$ cat config.mk
export PLATFORM = sky130hd
export DESIGN_NAME = bcd_clock_alarm_with_digit_entry_core
export DESIGN_NICKNAME = d
export VERILOG_FILES = /design/src/rtl/core/bcdclk_pkg.sv /design/src/rtl/core/bcd_clock_alarm_with_digit_entry_core.sv
export SDC_FILE = /design/constraint.sdc
export NUM_CORES = 1
export LEC_CHECK = 0
export ABC_CLOCK_PERIOD_IN_PS = 6600
export BUFFER_PORTS_ARGS = -buffer_cell sky130_fd_sc_hd__buf_2
export CAP_MARGIN = 20
export CELL_PAD_IN_SITES_DETAIL_PLACEMENT = 1
export CELL_PAD_IN_SITES_GLOBAL_PLACEMENT = 1
export CORE_AREA = 2 2 143 131
export DETAILED_ROUTE_END_ITERATION = 10
export DIE_AREA = 0 0 145 133
export PLACE_DENSITY = 0.88
export SLEW_MARGIN = 20
export SYNTH_ARGS = -nofsm -noshare
export SYNTH_HDL_FRONTEND = slang
export SYNTH_SLANG_ARGS = --single-unit
$ cat constraint.sdc
create_clock -name clk -period 6.6 [get_ports clk]
set_input_delay 0.33 -clock clk [delete_from_list [all_inputs] [get_ports clk]]
set_output_delay 0.33 -clock clk [all_outputs]
set_load 0.02 [all_outputs]
$ cat src/rtl/core/bcdclk_pkg.sv
// Types and constants for the BCD alarm clock core.
package bcdclk_pkg;

  // Operation codes carried in s_tuser
  localparam logic [1:0] OP_BASE_TICK = 2'd0;
  localparam logic [1:0] OP_TONE_TICK = 2'd1;
  localparam logic [1:0] OP_KEY_PRESS = 2'd2;

  // Key codes
  localparam logic [3:0] KEY_DIGIT_MAX = 4'd9;
  localparam logic [3:0] KEY_PAUSE     = 4'd10;
  localparam logic [3:0] KEY_RESUME    = 4'd11;
  localparam logic [3:0] KEY_SET_TIME  = 4'd12;
  localparam logic [3:0] KEY_SET_ALARM = 4'd13;
  localparam logic [3:0] KEY_STOP      = 4'd15;

  // Configuration register indexes
  localparam logic [1:0] CFG_TICKS_PER_COUNT  = 2'd0;
  localparam logic [1:0] CFG_BLINK_TICKS      = 2'd1;
  localparam logic [1:0] CFG_TONE_ON_TICKS    = 2'd2;
  localparam logic [1:0] CFG_TONE_CYCLE_TICKS = 2'd3;

  // Register reset values
  localparam logic [7:0]  TICKS_PER_COUNT_RST  = 8'd20;
  localparam logic [7:0]  BLINK_TICKS_RST      = 8'd5;
  localparam logic [11:0] TONE_ON_TICKS_RST    = 12'd400;
  localparam logic [11:0] TONE_CYCLE_TICKS_RST = 12'd1200;

  // Result word layout
  localparam int RESULT_W      = 24;
  localparam int BIT_SETTING   = 13;
  localparam int BIT_CURSOR_LO = 14;
  localparam int BIT_RINGING   = 18;
  localparam int BIT_ARMED     = 17;

  // HH:MM as four BCD digits, each as wide as its range needs
  typedef struct packed {
    logic [1:0] h10;
    logic [3:0] h1;
    logic [2:0] m10;
    logic [3:0] m1;
  } digits_t;

endpackage

$ cat src/rtl/core/bcd_clock_alarm_with_digit_entry_core.sv
// 24-hour BCD alarm clock core with digit entry and tone generator.
// One result per accepted item, registered into the output register, or into the skid entry when that is stalled.
// Throughput: one item per cycle while the skid entry is empty; a two-entry output buffer
// keeps s_tready high while one result waits, and the state update is a single registered pass.
// Reset (rst, synchronous, active high): time and alarm 00:00, clock running,
// counters cleared, registers at 20/5/400/1200, output buffer empty.
module bcd_clock_alarm_with_digit_entry_core (
  input  logic                                 clk,
  input  logic                                 rst,
  // input stream
  input  logic                                 s_tvalid,
  output logic                                 s_tready,
  input  logic [7:0]                           s_tdata,   // [3:0] key, [7:4] zero
  input  logic [1:0]                           s_tuser,   // [1:0] op
  // result stream
  output logic                                 m_tvalid,
  input  logic                                 m_tready,
  // [1:0] shown_hour_tens, [5:2] shown_hour_units, [8:6] shown_minute_tens,
  // [12:9] shown_minute_units, [13] setting_active, [15:14] cursor,
  // [16] blink_phase, [17] alarm_armed, [18] ringing, [19] tone_level,
  // [20] clock_running, [23:21] zero
  output logic [bcdclk_pkg::RESULT_W-1:0]      m_tdata,
  // configuration write channel
  input  logic                                 cfg_valid,
  output logic                                 cfg_ready,
  input  logic [1:0]                           cfg_index,
  input  logic [11:0]                          cfg_data
);
  import bcdclk_pkg::*;

  // Configuration registers
  logic [7:0]  ticks_per_count;
  logic [7:0]  blink_ticks;
  logic [11:0] tone_on_ticks;
  logic [11:0] tone_cycle_ticks;

  // Clock state
  digits_t     clock_digits, clock_digits_next;
  digits_t     alarm_digits, alarm_digits_next;
  digits_t     entry_digits, entry_digits_next;
  logic [1:0]  cursor_pos, cursor_pos_next;
  logic        in_setting, in_setting_next;
  logic        target_is_alarm, target_is_alarm_next;
  logic [7:0]  count_prescale, count_prescale_next;
  logic [7:0]  blink_count, blink_count_next;
  logic        blink_flag, blink_flag_next;
  logic        armed, armed_next;
  logic        tone_enable, tone_enable_next;
  logic        running, running_next;
  logic [11:0] tone_count, tone_count_next;
  logic        tone_pin, tone_pin_next;

  // Output buffer: main register plus one skid entry
  logic                out_valid;
  logic [RESULT_W-1:0] out_data;
  logic                skid_valid;
  logic [RESULT_W-1:0] skid_data;

  logic                s_xfer;
  logic                m_xfer;
  logic [1:0]          op;
  logic [3:0]          key;
  logic [RESULT_W-1:0] result;
  digits_t             shown;
  logic                digit_ok;
  logic [7:0]          blink_inc;
  logic [7:0]          prescale_inc;
  logic [11:0]         tone_inc;

  // Advance HH:MM by one minute with BCD carries and the 23:59 rollover.
  function automatic digits_t advance_minute(digits_t d);
    digits_t r;
    r = d;
    if (d.m1 == 4'd9) begin
      r.m1 = 4'd0;
      if (d.m10 == 3'd5) begin
        r.m10 = 3'd0;
        if (d.h1 == 4'd9) begin
          r.h1  = 4'd0;
          r.h10 = d.h10 + 2'd1;
        end else begin
          r.h1 = d.h1 + 4'd1;
        end
      end else begin
        r.m10 = d.m10 + 3'd1;
      end
    end else begin
      r.m1 = d.m1 + 4'd1;
    end
    if (r.h10 >= 2'd2 && r.h1 >= 4'd4) begin
      r.h10 = 2'd0;
      r.h1  = 4'd0;
    end
    return r;
  endfunction

  assign op        = s_tuser;
  assign key       = s_tdata[3:0];
  assign cfg_ready = 1'b1;
  assign s_tready  = !skid_valid;
  assign s_xfer    = s_tvalid && s_tready;
  assign m_xfer    = out_valid && m_tready;
  assign m_tvalid  = out_valid;
  assign m_tdata   = out_data;

  assign blink_inc    = blink_count + 8'd1;
  assign prescale_inc = count_prescale + 8'd1;
  assign tone_inc     = tone_count + 12'd1;

  // Digit check for the current entry position
  always_comb begin
    unique case (cursor_pos)
      2'd0:    digit_ok = (key <= 4'd2);
      2'd1:    digit_ok = !(entry_digits.h10 == 2'd2 && key > 4'd3);
      2'd2:    digit_ok = (key <= 4'd5);
      default: digit_ok = 1'b1;
    endcase
  end

  // Next state for one item
  always_comb begin
    clock_digits_next    = clock_digits;
    alarm_digits_next    = alarm_digits;
    entry_digits_next    = entry_digits;
    cursor_pos_next      = cursor_pos;
    in_setting_next      = in_setting;
    target_is_alarm_next = target_is_alarm;
    count_prescale_next  = count_prescale;
    blink_count_next     = blink_count;
    blink_flag_next      = blink_flag;
    armed_next           = armed;
    tone_enable_next     = tone_enable;
    running_next         = running;
    tone_count_next      = tone_count;
    tone_pin_next        = tone_pin;

    unique case (op)
      OP_BASE_TICK: begin
        // Blink divider always counts; the minute prescaler only while running.
        if (blink_inc >= blink_ticks) begin
          blink_count_next = 8'd0;
          blink_flag_next  = !blink_flag;
        end else begin
          blink_count_next = blink_inc;
        end
        if (running) begin
          if (prescale_inc >= ticks_per_count) begin
            count_prescale_next = 8'd0;
            clock_digits_next   = advance_minute(clock_digits);
          end else begin
            count_prescale_next = prescale_inc;
          end
        end
      end
      OP_TONE_TICK: begin
        // Toggle the pin during the on part of each tone cycle.
        if (tone_enable && armed) begin
          if (tone_inc < tone_on_ticks) begin
            tone_count_next = tone_inc;
            tone_pin_next   = !tone_pin;
          end else if (tone_inc > tone_cycle_ticks) begin
            tone_count_next = 12'd0;
          end else begin
            tone_count_next = tone_inc;
          end
        end
      end
      OP_KEY_PRESS: begin
        if (in_setting) begin
          // Take a valid digit at the cursor; commit after the fourth.
          if (key <= KEY_DIGIT_MAX && digit_ok) begin
            unique case (cursor_pos)
              2'd0:    entry_digits_next.h10 = key[1:0];
              2'd1:    entry_digits_next.h1  = key;
              2'd2:    entry_digits_next.m10 = key[2:0];
              default: entry_digits_next.m1  = key;
            endcase
            cursor_pos_next = cursor_pos + 2'd1;
            if (cursor_pos == 2'd3) begin
              in_setting_next = 1'b0;
              if (target_is_alarm) begin
                alarm_digits_next = entry_digits_next;
                armed_next        = 1'b1;
              end else begin
                clock_digits_next   = entry_digits_next;
                count_prescale_next = 8'd0;
                running_next        = 1'b1;
              end
            end
          end
        end else begin
          unique case (key)
            KEY_SET_TIME, KEY_SET_ALARM: begin
              entry_digits_next    = clock_digits;
              cursor_pos_next      = 2'd0;
              in_setting_next      = 1'b1;
              target_is_alarm_next = (key == KEY_SET_ALARM);
              tone_enable_next     = 1'b0;
              if (key == KEY_SET_ALARM) begin
                armed_next = 1'b0;
              end
            end
            KEY_STOP: begin
              tone_enable_next = 1'b0;
              armed_next       = 1'b0;
            end
            KEY_PAUSE:  running_next = 1'b0;
            KEY_RESUME: running_next = 1'b1;
            default: ;
          endcase
        end
      end
      default: ;
    endcase

    // Start ringing when the updated time meets the armed alarm.
    if (!in_setting_next && armed_next && clock_digits_next == alarm_digits_next) begin
      tone_enable_next = 1'b1;
    end
  end

  // Pack the result from the updated state
  always_comb begin
    shown  = in_setting_next ? entry_digits_next : clock_digits_next;
    result = {3'b000, running_next, tone_pin_next, tone_enable_next, armed_next,
              blink_flag_next, (in_setting_next ? cursor_pos_next : 2'd0),
              in_setting_next, shown.m1, shown.m10, shown.h1, shown.h10};
  end

  // Configuration writes
  always_ff @(posedge clk) begin
    if (rst) begin
      ticks_per_count  <= TICKS_PER_COUNT_RST;
      blink_ticks      <= BLINK_TICKS_RST;
      tone_on_ticks    <= TONE_ON_TICKS_RST;
      tone_cycle_ticks <= TONE_CYCLE_TICKS_RST;
    end else if (cfg_valid && cfg_ready) begin
      unique case (cfg_index)
        CFG_TICKS_PER_COUNT:  ticks_per_count  <= cfg_data[7:0];
        CFG_BLINK_TICKS:      blink_ticks      <= cfg_data[7:0];
        CFG_TONE_ON_TICKS:    tone_on_ticks    <= cfg_data;
        CFG_TONE_CYCLE_TICKS: tone_cycle_ticks <= cfg_data;
        default: ;
      endcase
    end
  end

  // Clock state, advanced on each input transfer
  always_ff @(posedge clk) begin
    if (rst) begin
      clock_digits    <= '0;
      alarm_digits    <= '0;
      cursor_pos      <= 2'd0;
      in_setting      <= 1'b0;
      target_is_alarm <= 1'b0;
      count_prescale  <= 8'd0;
      blink_count     <= 8'd0;
      blink_flag      <= 1'b0;
      armed           <= 1'b0;
      tone_enable     <= 1'b0;
      running         <= 1'b1;
      tone_count      <= 12'd0;
      tone_pin        <= 1'b0;
    end else if (s_xfer) begin
      clock_digits    <= clock_digits_next;
      alarm_digits    <= alarm_digits_next;
      cursor_pos      <= cursor_pos_next;
      in_setting      <= in_setting_next;
      target_is_alarm <= target_is_alarm_next;
      count_prescale  <= count_prescale_next;
      blink_count     <= blink_count_next;
      blink_flag      <= blink_flag_next;
      armed           <= armed_next;
      tone_enable     <= tone_enable_next;
      running         <= running_next;
      tone_count      <= tone_count_next;
      tone_pin        <= tone_pin_next;
    end
  end

  // Entry digits are always loaded before they are shown; hold without reset.
  always_ff @(posedge clk) begin
    if (s_xfer) begin
      entry_digits <= entry_digits_next;
    end
  end

  // Output buffer control: fill main register first, spill into skid when stalled.
  always_ff @(posedge clk) begin
    if (rst) begin
      out_valid  <= 1'b0;
      skid_valid <= 1'b0;
    end else if (s_xfer) begin
      if (!out_valid || m_xfer) begin
        out_valid <= 1'b1;
      end else begin
        skid_valid <= 1'b1;
      end
    end else if (m_xfer) begin
      if (skid_valid) begin
        skid_valid <= 1'b0;
      end else begin
        out_valid <= 1'b0;
      end
    end
  end

  // Output buffer data
  always_ff @(posedge clk) begin
    if (s_xfer) begin
      if (!out_valid || m_xfer) begin
        out_data <= result;
      end else begin
        skid_data <= result;
      end
    end else if (m_xfer && skid_valid) begin
      out_data <= skid_data;
    end
  end

endmodule

Word-level counts from Yosys, hierarchy flattened --
Index checks and enable logic that the tools add are counted.
Word-level totals: flip-flop bits (word level) 163, bits of input ports 29, output and inout bits 27, word-level logic and storage cells 198
Operators by class: add/subtract/negate cells 8, magnitude comparators 10, equality and inequality tests 26, multiplexer cells 84, bitwise gates (word level) 2, reductions and logical operators 37
Operators with widths (count):
- $mux 13 | 16
- $mux 24 | 3
- $mux 8 | 7
- $mux 9 | 4
- $mux 1 | 32
- $eq 4x4->1 const B | 7
- $pmux 13 s2 | 1
- $mux 12 | 2
- $add 8x1->8 const B | 2
- $ge 8x8->1 | 2
- $mux 4 | 4
- $pmux 8 s2 | 1
- $reduce_and 2->1 | 8
- $mux 2 | 7
- $eq 13x13->1 | 1
- $add 12x1->12 const B | 1
- $eq 2x2->1 const B | 6
- $gt 12x12->1 | 1
- $lt 12x12->1 | 1
- $mux 6 | 2
- $ne 2x2->1 const B | 6
- $logic_and 1x1->1 | 9
- $add 4x1->4 const B | 2
- $reduce_and 7->1 | 1
- other kinds (23) | 41

Depth between registers and ports, before layout --
Gate-level depths: netlist of the first run.
depth in word-level cells 18, gate-level depth with buffers 18, gate-level depth less buffers 17

Least setup slack after synthesis of the first run --
Ideal clock, no wire load.
kind reg2reg, from register count_prescale[0], to register out_data[18] (netlist: m_tdata[18]), data pin, library setup time 152 ps, arrival 3448 ps, data required time 6448 ps, setup slack 3000 ps, cell stages (with the launch flop) 16, path buffers 0, period minus slack after synthesis 3600 ps, cell sequence dfxtp_1 ha_1 nand3_1 nor2_1 xor2_1 ha_1 a21o_1 a21oi_1 o211ai_1 nand4_1 mux2_2 a222oi_1 xor2_1 nor4_1 nand4_1 a31oi_1
On the way: cells in the longest elaborated chain, start to end 10
RTL lines:
- start, declared | line bcd_clock_alarm_with_digit_entry_core.sv:44 | logic [7:0] count_prescale, count_prescale_next;
- start signal, assigned | line bcd_clock_alarm_with_digit_entry_core.sv:270 | count_prescale <= count_prescale_next;
- $add 8x1->8 | line bcd_clock_alarm_with_digit_entry_core.sv:107 | assign prescale_inc = count_prescale + 8'd1;
- $ge 8x8->1 | line bcd_clock_alarm_with_digit_entry_core.sv:147 | if (prescale_inc >= ticks_per_count) begin
- $mux 13 | line bcd_clock_alarm_with_digit_entry_core.sv:147
- $mux 13 | line bcd_clock_alarm_with_digit_entry_core.sv:146 | if (running) begin
- $pmux 13 s2 | line bcd_clock_alarm_with_digit_entry_core.sv:137 | unique case (op)
- $eq 13x13->1 | line bcd_clock_alarm_with_digit_entry_core.sv:217 | if (!in_setting_next && armed_next && clock_digits_next == alarm_digits_next) begin
- $logic_and 1x1->1 | line bcd_clock_alarm_with_digit_entry_core.sv:217
- $mux 1 | line bcd_clock_alarm_with_digit_entry_core.sv:217
- $mux 24 | line bcd_clock_alarm_with_digit_entry_core.sv:311 | if (!out_valid || m_xfer) begin
- $mux 24 | line bcd_clock_alarm_with_digit_entry_core.sv:310 | if (s_xfer) begin
- end signal, assigned | line bcd_clock_alarm_with_digit_entry_core.sv:312 | out_data <= result;
- end signal, assigned | line bcd_clock_alarm_with_digit_entry_core.sv:317 | out_data <= skid_data;
- end, declared | line bcd_clock_alarm_with_digit_entry_core.sv:55 | logic [RESULT_W-1:0] out_data;
Every way passes these cells. The select of a mux whose other input is x is not followed. A chain may end at the register's enable or synchronous reset.

Final worst setup path of the first run --
Ends and elaborated chain as after synthesis.

==> metrics.yaml, run 1 <==
clocking:
  tritoncts.num_buffers: 17
  cts.sink_count: 160
  clock_tree.root_cell: "clkbuf_16"
  ctsLongestPathBuffers: 2
  number_of_hold_buffers_added_after_cts: 0
  cts_tree: "built"
  clk_latency_ns: 0.44
  htree_num_levels: 4
  clk_pin_slew_worst_paths_ns: 0.06
  number_of_post_cts_setup_repair_buffers: 0
  postCtsResizedCells: 0
layout:
  drive_gt1_share_pct: 10.7
  antenna-diode-count: 0
  final_cells: 1301
  filler_cells_inserted: 2102
  layout.area.seq_mm2: 0.00375
  nNetsFinal: 1122
  multiInputGateArea_mm2: 0.00473
  final_util_pct: 55.4
  stdcell_area_mm2: 0.00994
  area_growth_syn_to_layout_pct: 10.7
floorplanning:
  ios: 56
  rows: 47
  core_region_area_mm2: 0.0179
  die_width_um: 145
  die_area_mm2: 0.0193
  starting_density_of_the_core_pct: 50.1
  die_h_um: 133
setup_path:
  data_required_time_of_the_critical_path_ns: 6.88
  crit_path_kind: "reg2reg"
  critical-path-slowest-cell: "nand3_1"
  rr_endpoint: "m_tdata[18]"
  endpoint_of_the_most_critical_setup_path: "m_tdata[18]"
  reg2regPathDepth: 15
  cp_cell_sequence: "ha_1 > nand3_1 > nor2_1 > xor2_1 > ha_1 > a21o_1 > a21oi_1 > o211ai_1 > nand3_1 > nor3_1 > a211oi_1 > xor2_1 > nor4_1 > nand4_1 > a31oi_1"
  maximum_fanout_along_the_worst_path: 14
  max_stage_delay_ns: 0.61
  cp.depth: 15
  timing.critical_path.arrival_ns: 5.08
  reg2reg_slack_ns: 1.80
  crit_path_end_kind: "register"
  setup.worst_path.start: "count_prescale[0]"
  path_buf_inv: 0
  critPathLaunchType: "register"
  cpLargestDelayFamily: "simple AND/OR/NAND/NOR gates"
  regToRegStartpoint: "count_prescale[0]"
placement:
  dpl_worst_slack_ns: 2.03
  placement.cell_area_mm2: 0.00932
  dp_hpwl_um: 17600
  gp_congestion: 0.842
  port_buffers: 47
  instance_count_after_placement_with_tap_cells_included: 1270
sta:
  slew_headroom_pct: 20.4
  final.setup.tns_ns: 0
  setup_ws_ns: 1.80
  slew_viol_final: 0
  finalCritPeriodShare_pct: 72.7
  setup_viol_count_final: 0
  final.min_clock_period_ns: 4.80
  hold_ws_ns: 0.112
  max_slew.worst_pin.slew_ns: 1.19
  max_freq_mhz: 209
  rsz0062_at_grt: "no"
  fin_clk_skew_ns: 0.0105
  count_of_final_hold_check_violations: 0
drt:
  vias: 7836
  route.detailed.vias_per_inst: 6.02
  drt-total-wl_um: 26800
  final_antenna_net_count: 0
  firstDrtPassIters: 6
  initialDrtViolationCount: 589
  drc_errors: 0
  wl_per_cell_um: 20.6
power_and_ir_drop:
  power.static_leakage_nw: 4.07
  irDropWorstVdd_v: 0.000160
  power_density_normalized_to_cell_area_mw_per_mm2: 240
  totalPowerFinal_mw: 2.39
logic_synthesis:
  ys_top_cells_by_area: "dfxtp_1 23%, edfxtp_1 18%, ha_1 6.8%, nand2_1 5.7%, nor2_1 5.0%"
  synth_area_leader: "dfxtp_1"
  synth_enable_flop_cells: 55
  synth_seq_area_share_pct: 41.8
  async_reset_ff_share_pct: 0
  ys_types: 70
  syn_avg_cell_area_um2: 8.76
  synthMostInstantiatedCell: "nand2_1"
  ys_dominant_reg_cell: "dfxtp_1"
  syn_area_mm2: 0.00898
  synth-warning-count: 0
  syn-instance-count: 1025
  synthDominantCellAreaShare_pct: 23.4
  synth.cells.most_frequent: "136 x nand2_1, 119 x nor2_1, 105 x dfxtp_1"
  synth_seq_cells: 160
global_route:
  grt_overflow: 0
  groute.usage.overall_pct: 28.2
  grt_pass1_wl_um: 43200
  grt_antenna_before_repair: 0
  maximum_number_of_pins_on_one_net_before_global_route_repair: 97
  first_global_vias: 8174
run_status:
  status: "finished clean"
worst_hold_path:
  worst_hold_check_path_type: "in2reg"
run:
  drv_cap: 0
[sequential cells by signal, indices dropped and copies added (netlist names), 2 cells and up]
signal	flops
clock_digits	13
ticks_per_count	8
cursor_pos	2
blink_count	8
tone_count	12
tone_cycle_ticks	12
count_prescale	8
tone_on_ticks	12
blink_ticks	8
entry_digits	13
m_tdata	21
alarm_digits	13
skid_data	21
[routing by layer]
| layer | part of all wire [%] | GRT usage, % | up-vias |
|---|---|---|---|
| met5 | 0 | 0 | - |
| met3 | 6.2 | 6.83 | 74 |
| met4 | 2.8 | 11.3 | 0 |
| li1 | - | - | 3641 |
| met2 | 48 | 47.0 | 266 |
| met1 | 43 | 35.3 | 3855 |
[worst min path at each step]
stage,to,cells after the start,from
final,skid_valid,2,m_tready
after global routing,skid_valid,2,m_tready
after CTS,skid_valid,2,m_tready
after detailed placement,tone_cycle_ticks[3],2,tone_cycle_ticks[3]
after global placement,tone_on_ticks[5],2,tone_on_ticks[5]
after floorplan,skid_valid,1,m_tready
[report_power, final]
group | internal [mW] | switching, mW | total (mW)
combinational | 0.0778 | 0.168 | 0.246
clock | 0.630 | 0.419 | 1.05
sequential | 1.06 | 0.0299 | 1.09
total | 1.77 | 0.617 | 2.39
[worst register-to-register path: stages (launching register included)]
cell and delay [ns]:
dfxtp_1 0.43, ha_1 0.28, nand3_1 0.20, nor2_1 0.17, xor2_1 0.24, ha_1 0.31, a21o_1 0.19, a21oi_1 0.21
o211ai_1 0.32, nand3_1 0.62, nor3_1 0.13, a211oi_1 0.47, xor2_1 0.17, nor4_1 0.42, nand4_1 0.26, a31oi_1 0.23
[cell families after synthesis]
logic type	share of synthesized area [%]
compound gates	16.1
xor+xnor	4.19
fa+ha+maj	6.83
buf+inv	5.76
flops	41.8
mux	5.48
other cells	0.0836
simple gates	19.7
[layout by cell type (no fill, tap or decap), drive strengths merged, types with 7 or more instances in the layout]
cell and n:
nand2b 11, and3 15, a21oi 71, ha 49, buf 54, mux2 9
o21ai 44, nor4 8, a211o 7, edfxtp 55, mux2i 39, or2 7
dfxtp 105, xnor2 21, nand4 12, nand2 137, a21o 11, xor2 22
nor2 120, a211oi 25, clkbuf 17, nor3 16, inv 70, nand3 22
nand3b 14
[cell type report]
cell class                 instances  share of cell area, %
clock inverter                    14                   1.88
timing repair buffer              54                   2.90
tap                              245                   3.08
inverter                          67                   2.53
sequential                       160                   37.8
multi-input combinational        744                   47.6
clock buffer                      17                   4.28
Note: power is estimated with default switching activity, not from simulation.
==> run 2: changes to the inputs <==
--- a/config.mk
+++ b/config.mk
@@ -5,15 +5,15 @@
 export SDC_FILE = /design/constraint.sdc
 export NUM_CORES = 1
 export LEC_CHECK = 0
-export ABC_CLOCK_PERIOD_IN_PS = 6600
+export ABC_CLOCK_PERIOD_IN_PS = 4500
 export BUFFER_PORTS_ARGS = -buffer_cell sky130_fd_sc_hd__buf_2
 export CAP_MARGIN = 20
 export CELL_PAD_IN_SITES_DETAIL_PLACEMENT = 1
 export CELL_PAD_IN_SITES_GLOBAL_PLACEMENT = 1
-export CORE_AREA = 2 2 143 131
+export CORE_AREA = 2 2 149 137
 export DETAILED_ROUTE_END_ITERATION = 10
-export DIE_AREA = 0 0 145 133
-export PLACE_DENSITY = 0.88
+export DIE_AREA = 0 0 151 139
+export PLACE_DENSITY = 0.82
 export SLEW_MARGIN = 20
 export SYNTH_ARGS = -nofsm -noshare
 export SYNTH_HDL_FRONTEND = slang
==> constraint.sdc (replaced) <==
create_clock -name clk -period 4.5 [get_ports clk]
set_input_delay 0.225 -clock clk [delete_from_list [all_inputs] [get_ports clk]]
set_output_delay 0.225 -clock clk [all_outputs]
set_load 0.02 [all_outputs]
==> run 2 against run 1 <==
Net effect: flip-flop and latch count is the same; critical path depth grew 2; routed wire length shrank 4.1%; largest power group unchanged; highest routed layer unchanged; fmax grew 14%; register-to-register slack lost 1.5 ns; clock power grew 46%; critical endpoint unchanged; first-iteration DRC count shrank 17%; core utilization shrank 3.8 points; power grew 46%; non-clock buffer count grew 11; final cell count grew 1.7%.
==> metrics.yaml, run 2 (synthesized netlist as in run 1, its figures left out) <==
setup_path:
  crit_path_end_kind: "register"
  data_required_time_of_the_critical_path_ns: 4.78  # -2.10 ns
  endpoint_of_the_most_critical_setup_path: "m_tdata[18]"
  max_stage_delay_ns: 0.41  # -0.20 ns
  crit_path_kind: "reg2reg"
  maximum_fanout_along_the_worst_path: 6  # -8
  setup.worst_path.start: "count_prescale[0]"
  timing.critical_path.arrival_ns: 4.47  # -0.61 ns
  reg2regPathDepth: 17  # +2
  critical-path-slowest-cell: "dfxtp_1"
  rr_endpoint: "m_tdata[18]"
  cp_cell_sequence: "ha_1 > nand3_1 > nor2_1 > xor2_1 > ha_1 > a21o_1 > a21oi_1 > o211ai_1 > buf_4 > nand3_1 > buf_4 > nor4_1 > a311o_1 > xnor2_1 > nor4_1 > nand4_1 > a31oi_1"
  regToRegStartpoint: "count_prescale[0]"
  reg2reg_slack_ns: 0.31  # -1.50 ns
  critPathLaunchType: "register"
power_and_ir_drop:
  power.static_leakage_nw: 4.14  # +1.7%
  irDropWorstVdd_v: 0.000191  # +19%
  totalPowerFinal_mw: 3.49  # +46%
  power_density_normalized_to_cell_area_mw_per_mm2: 347  # +44%
floorplanning:
  rows: 49  # +4.3%
  die_h_um: 139  # +4.5%
  ios: 56  # unchanged
  core_region_area_mm2: 0.0195  # +8.7%
  die_area_mm2: 0.0210  # +8.8%
  die_width_um: 151  # +4.1%
  starting_density_of_the_core_pct: 46.1  # -4.0 points
clocking:
  cts_tree: "built"
  tritoncts.num_buffers: 17  # unchanged
  ctsLongestPathBuffers: 2  # unchanged
  clk_pin_slew_worst_paths_ns: 0.07  # about the same
  cts.sink_count: 160  # unchanged
  clock_tree.root_cell: "clkbuf_16"
  htree_num_levels: 4  # unchanged
  clk_latency_ns: 0.44  # about the same
layout:
  drive_gt1_share_pct: 12.0  # +1.3 points
  most_common_library_cell_in_the_layout_ignoring_fill_and_taps: "nand2_1"
  final_util_pct: 51.6  # -3.8 points
  area_growth_syn_to_layout_pct: 12.0
  antenna-diode-count: 0  # unchanged
  nNetsFinal: 1133  # +0.98%
  final_cell_mix: "136 x nand2_1, 119 x nor2_1, 105 x dfxtp_1, 70 x a21oi_1, 66 x inv_1"
  filler_cells_inserted: 2295  # +9.2%
  stdcell_area_mm2: 0.0101  # +1.2%
global_route:
  groute.usage.overall_pct: 24.9  # -3.2 points
  maximum_number_of_pins_on_one_net_before_global_route_repair: 69  # -29%
  grt_antenna_before_repair: 0  # unchanged
  grt_overflow: 0  # unchanged
  grt_pass1_wl_um: 41200  # -4.5%
  first_global_vias: 7850  # -4.0%
sta:
  final.setup.tns_ns: 0  # unchanged
  slew_viol_final: 0  # unchanged
  fin_clk_skew_ns: 0.0128  # +0.00231 ns
  final.min_clock_period_ns: 4.19  # -0.604 ns
  rsz0062_at_grt: "no"
  setup_viol_count_final: 0  # unchanged
  setup_ws_ns: 0.309  # -1.50 ns
  max_freq_mhz: 239  # +14%
  count_of_final_hold_check_violations: 0  # unchanged
  finalCritPeriodShare_pct: 93.1  # +20 points
  max_slew.worst_pin.slew_ns: 0.984  # -0.204 ns
  slew_headroom_pct: 34.2  # +14 points
drt:
  vias: 7619  # -2.8%
  final_antenna_net_count: 0  # unchanged
  drt-total-wl_um: 25700  # -4.1%
  wl_per_cell_um: 19.4  # -5.7%
  firstDrtPassIters: 6  # unchanged
  initialDrtViolationCount: 490  # -17%
  route.detailed.vias_per_inst: 5.76  # -4.4%
  drc_errors: 0  # unchanged
run:
  drv_cap: 0  # unchanged
worst_hold_path:
  worst_hold_check_path_type: "in2reg"
placement:
  port_buffers: 47  # unchanged
  dp_hpwl_um: 17800  # +0.68%
  dpl_worst_slack_ns: 0.301  # -1.73 ns
  gp_congestion: 0.821  # -2.5%
  placement.cell_area_mm2: 0.00940  # +0.78%
run_status:
  status: "finished clean"
## run 2: what timing repair did
item,in CTS,in global routing
setup endpoints to repair,0,13
hold buffers,1,0
buffers inserted,0,2
resized for setup,0,1
endpoints found under the hold margin,1,0
## run 2: metal layers
layer / up-vias / track usage (%) / part of all wire [%]
met5: - / 0 / 0
met4: 0 / 6.89 / 1.5
li1: 3660 / - / -
met3: 34 / 4.54 / 5.3
met2: 198 / 40.6 / 48
met1: 3727 / 33.9 / 45
## run 2: worst max-delay path, delay by kind of cell (launching register included)
family	cells	cell delay (ns)
buffers and inverters	2	0.36
xor gates and xnor gates	2	0.41
and+or+nand+nor	6	1.16
AOI/OAI and AO/OA	5	1.14
DFF	1	0.41
adders and majority gates	2	0.56
## run 2: power by group
group / internal, mW / switching [mW] / total [mW]
combinational: 0.117 / 0.241 / 0.358
clock: 0.905 / 0.623 / 1.53
sequential: 1.56 / 0.0426 / 1.60
total: 2.58 / 0.907 / 3.49
## run 2: how the worst min path moves through the flow
stage,startpoint,endpoint,slack (ns),cells after the start
after detailed placement,m_tready,skid_valid,0.44,2
final,cfg_data[10],tone_cycle_ticks[10],0.02,2
after global routing,cfg_data[10],tone_cycle_ticks[10],0.03,2
after floorplan,m_tready,skid_valid,0.33,1
after CTS,cfg_data[10],tone_cycle_ticks[10],0.02,2
after global placement,m_tready,skid_valid,0.44,2
## run 2: metrics by stage
stage	cells	hold WS [ns]
finish	1323	0.0192
global route	1323	0.0293
CTS	1321	0.0159
detailed placement	1288	0.441
global placement	1288	0.438
floorplan	1027	0.325
## run 2: cell type report
cell class	instances	area, µm²	area share, %
multi-input cells	744	4730	47.1
inverters	67	251	2.50
repair buffers	65	373	3.71
flip-flops and latches	160	3750	37.3
clock buffers	24	539	5.36
well taps	255	319	3.17
clock inverters	8	86.3	0.859
==> run 3: changes to the inputs <==
--- a/config.mk
+++ b/config.mk
@@ -13,6 +13,7 @@
 export CORE_AREA = 2 2 149 137
 export DETAILED_ROUTE_END_ITERATION = 10
 export DIE_AREA = 0 0 151 139
+export MAX_ROUTING_LAYER = met4
 export PLACE_DENSITY = 0.82
 export SLEW_MARGIN = 20
 export SYNTH_ARGS = -nofsm -noshare
==> run 3 against run 2 <==
Net effect: final cell count unchanged; clock skew up 0.0013 ns; first-iteration DRC count up 0.82%; die area unchanged; clock power about the same; register-to-register slack about the same; final area unchanged; sequential share of layout area unchanged; setup slack better by 0.0019 ns; count of clock-buffer cells in the layout unchanged; non-clock buffer count unchanged; combinational power about the same; largest power group unchanged; highest routed layer unchanged.
==> metrics.yaml, run 3 (synthesized netlist as in run 1, its figures left out) <==
setup_path:
  crit_path_end_kind: "register"
  data_required_time_of_the_critical_path_ns: 4.78  # about the same
  maximum_fanout_along_the_worst_path: 6  # unchanged
  timing.critical_path.arrival_ns: 4.47  # about the same
  crit_path_kind: "reg2reg"
  critPathLaunchType: "register"
floorplanning:
  die_width_um: 151  # unchanged
  core_region_area_mm2: 0.0195  # unchanged
  die_h_um: 139  # unchanged
  ios: 56  # unchanged
  starting_density_of_the_core_pct: 46.1  # unchanged
  die_area_mm2: 0.0210  # unchanged
  rows: 49  # unchanged
layout:
  final_cell_mix: "136 x nand2_1, 119 x nor2_1, 105 x dfxtp_1, 70 x a21oi_1, 66 x inv_1"
  antenna-diode-count: 0  # unchanged
  area_growth_syn_to_layout_pct: 12.0  # unchanged
  drive_gt1_share_pct: 12.0  # unchanged
  final_cells: 1323  # unchanged
  nNetsFinal: 1133  # unchanged
  most_common_library_cell_in_the_layout_ignoring_fill_and_taps: "nand2_1"
  final_util_pct: 51.6  # unchanged
sta:
  finalCritPeriodShare_pct: 93.1  # about the same
  max_freq_mhz: 239  # about the same
  max_slew.worst_pin.slew_ns: 0.981  # -0.00322 ns
  final.min_clock_period_ns: 4.19  # -0.00185 ns
  rsz0062_at_grt: "no"
  setup_viol_count_final: 0  # unchanged
  slew_viol_final: 0  # unchanged
  fin_clk_skew_ns: 0.0141  # +0.00129 ns
  final.setup.tns_ns: 0  # unchanged
  slew_headroom_pct: 34.4  # +0.22 points
  count_of_final_hold_check_violations: 0  # unchanged
worst_hold_path:
  worst_hold_check_path_type: "in2reg"
clocking:
  cts_tree: "built"
  clk_latency_ns: 0.44  # about the same
  tritoncts.num_buffers: 17  # unchanged
  clk_pin_slew_worst_paths_ns: 0.07  # about the same
  cts.sink_count: 160  # unchanged
  htree_num_levels: 4  # unchanged
  clock_tree.root_cell: "clkbuf_16"
  ctsLongestPathBuffers: 2  # unchanged
drt:
  wl_per_cell_um: 19.4  # -0.33%
  firstDrtPassIters: 6  # unchanged
  final_antenna_net_count: 0  # unchanged
  route.detailed.vias_per_inst: 5.78  # +0.38%
  initialDrtViolationCount: 494  # +0.82%
  drc_errors: 0  # unchanged
  drt-total-wl_um: 25600  # -0.33%
  vias: 7648  # +0.38%
power_and_ir_drop:
  power_density_normalized_to_cell_area_mw_per_mm2: 347  # about the same
  irDropWorstVdd_v: 0.000188  # -1.2%
  power.static_leakage_nw: 4.14  # unchanged
  totalPowerFinal_mw: 3.49  # about the same
run:
  drv_cap: 0  # unchanged
global_route:
  grt_overflow: 0  # unchanged
  first_global_vias: 7846  # -0.051%
  grt_antenna_before_repair: 0  # unchanged
  grt_pass1_wl_um: 41200  # about the same
  maximum_number_of_pins_on_one_net_before_global_route_repair: 69  # unchanged
  groute.usage.overall_pct: 25.7  # +0.76 points
run_status:
  status: "finished clean"
placement:
  port_buffers: 47  # unchanged
  dp_hpwl_um: 17800  # unchanged
  instance_count_after_placement_with_tap_cells_included: 1288  # unchanged
  gp_congestion: 0.833  # +1.5%
run 3: cell counts in the layout (fill, tap and decap cells not counted):
No cell type changed its count.
run 3: timing repair:
item	in CTS	in global routing
buffers inserted	0	2
hold buffers	1	0
endpoints found under the setup margin	0	13
endpoints found under the hold margin	1	0
gates resized for setup	0	1
run 3: through the flow:
step | hold slack, ns | setup WS (ns) | instance area [µm²]
after global placement | 0.438 | 0.401 | 9400
after global routing | 0.0293 | 0.0241 | 10100
after detailed placement | 0.441 | 0.301 | 9400
final | 0.0230 | 0.311 | 10100
after CTS | 0.0159 | 0.248 | 10000
after floorplan | 0.325 | 0.900 | 8990
run 3: path summary, 6_finish.rpt:
check / cells past startpoint / start / slack [ns] / endpoint
worst max-delay path: 17 / count_prescale[0] / 0.31 / m_tdata[18]
worst min register to register: 2 / tone_on_ticks[6] / 0.46 / tone_on_ticks[6]
worst min-delay path: 2 / cfg_data[10] / 0.02 / tone_cycle_ticks[10]
worst max register to register: 17 / count_prescale[0] / 0.31 / m_tdata[18]
run 3: routing by layer:
metal / routed length (µm) / GRT usage [%] / up-vias
met5: 0 / - / -
met1: 11500 / 33.8 / 3750
met4: 388 / 6.89 / 0
li1: - / - / 3656
met2: 12400 / 40.8 / 208
met3: 1330 / 4.54 / 34
run 3: worst max-delay path, stage by stage, from the launching register on:
cell and delay (ns):
dfxtp_1 0.41, ha_1 0.25, nand3_1 0.17, nor2_1 0.17, xor2_1 0.24, ha_1 0.30
a21o_1 0.18, a21oi_1 0.18, o211ai_1 0.16, buf_4 0.20, nand3_1 0.09, buf_4 0.16
nor4_1 0.06, a311o_1 0.41, xnor2_1 0.16, nor4_1 0.41, nand4_1 0.26, a31oi_1 0.22
run 3: cell type report:
| class | count | area (µm²) |
|---|---|---|
| fillers | 2295 | 9440 |
| multi-input cells | 744 | 4730 |
| flip-flops and latches | 160 | 3750 |
| clock buffers | 24 | 539 |
| repair buffers | 65 | 373 |
| well taps | 255 | 319 |
| inverters | 67 | 251 |
| clock inverters | 8 | 86.3 |
run 3: report_power, final:
group | leakage, nW | switching (mW) | internal (mW)
sequential | 1.38 | 0.0422 | 1.56
combinational | 2.45 | 0.241 | 0.117
clock | 0.311 | 0.624 | 0.905
total | 4.14 | 0.908 | 2.58
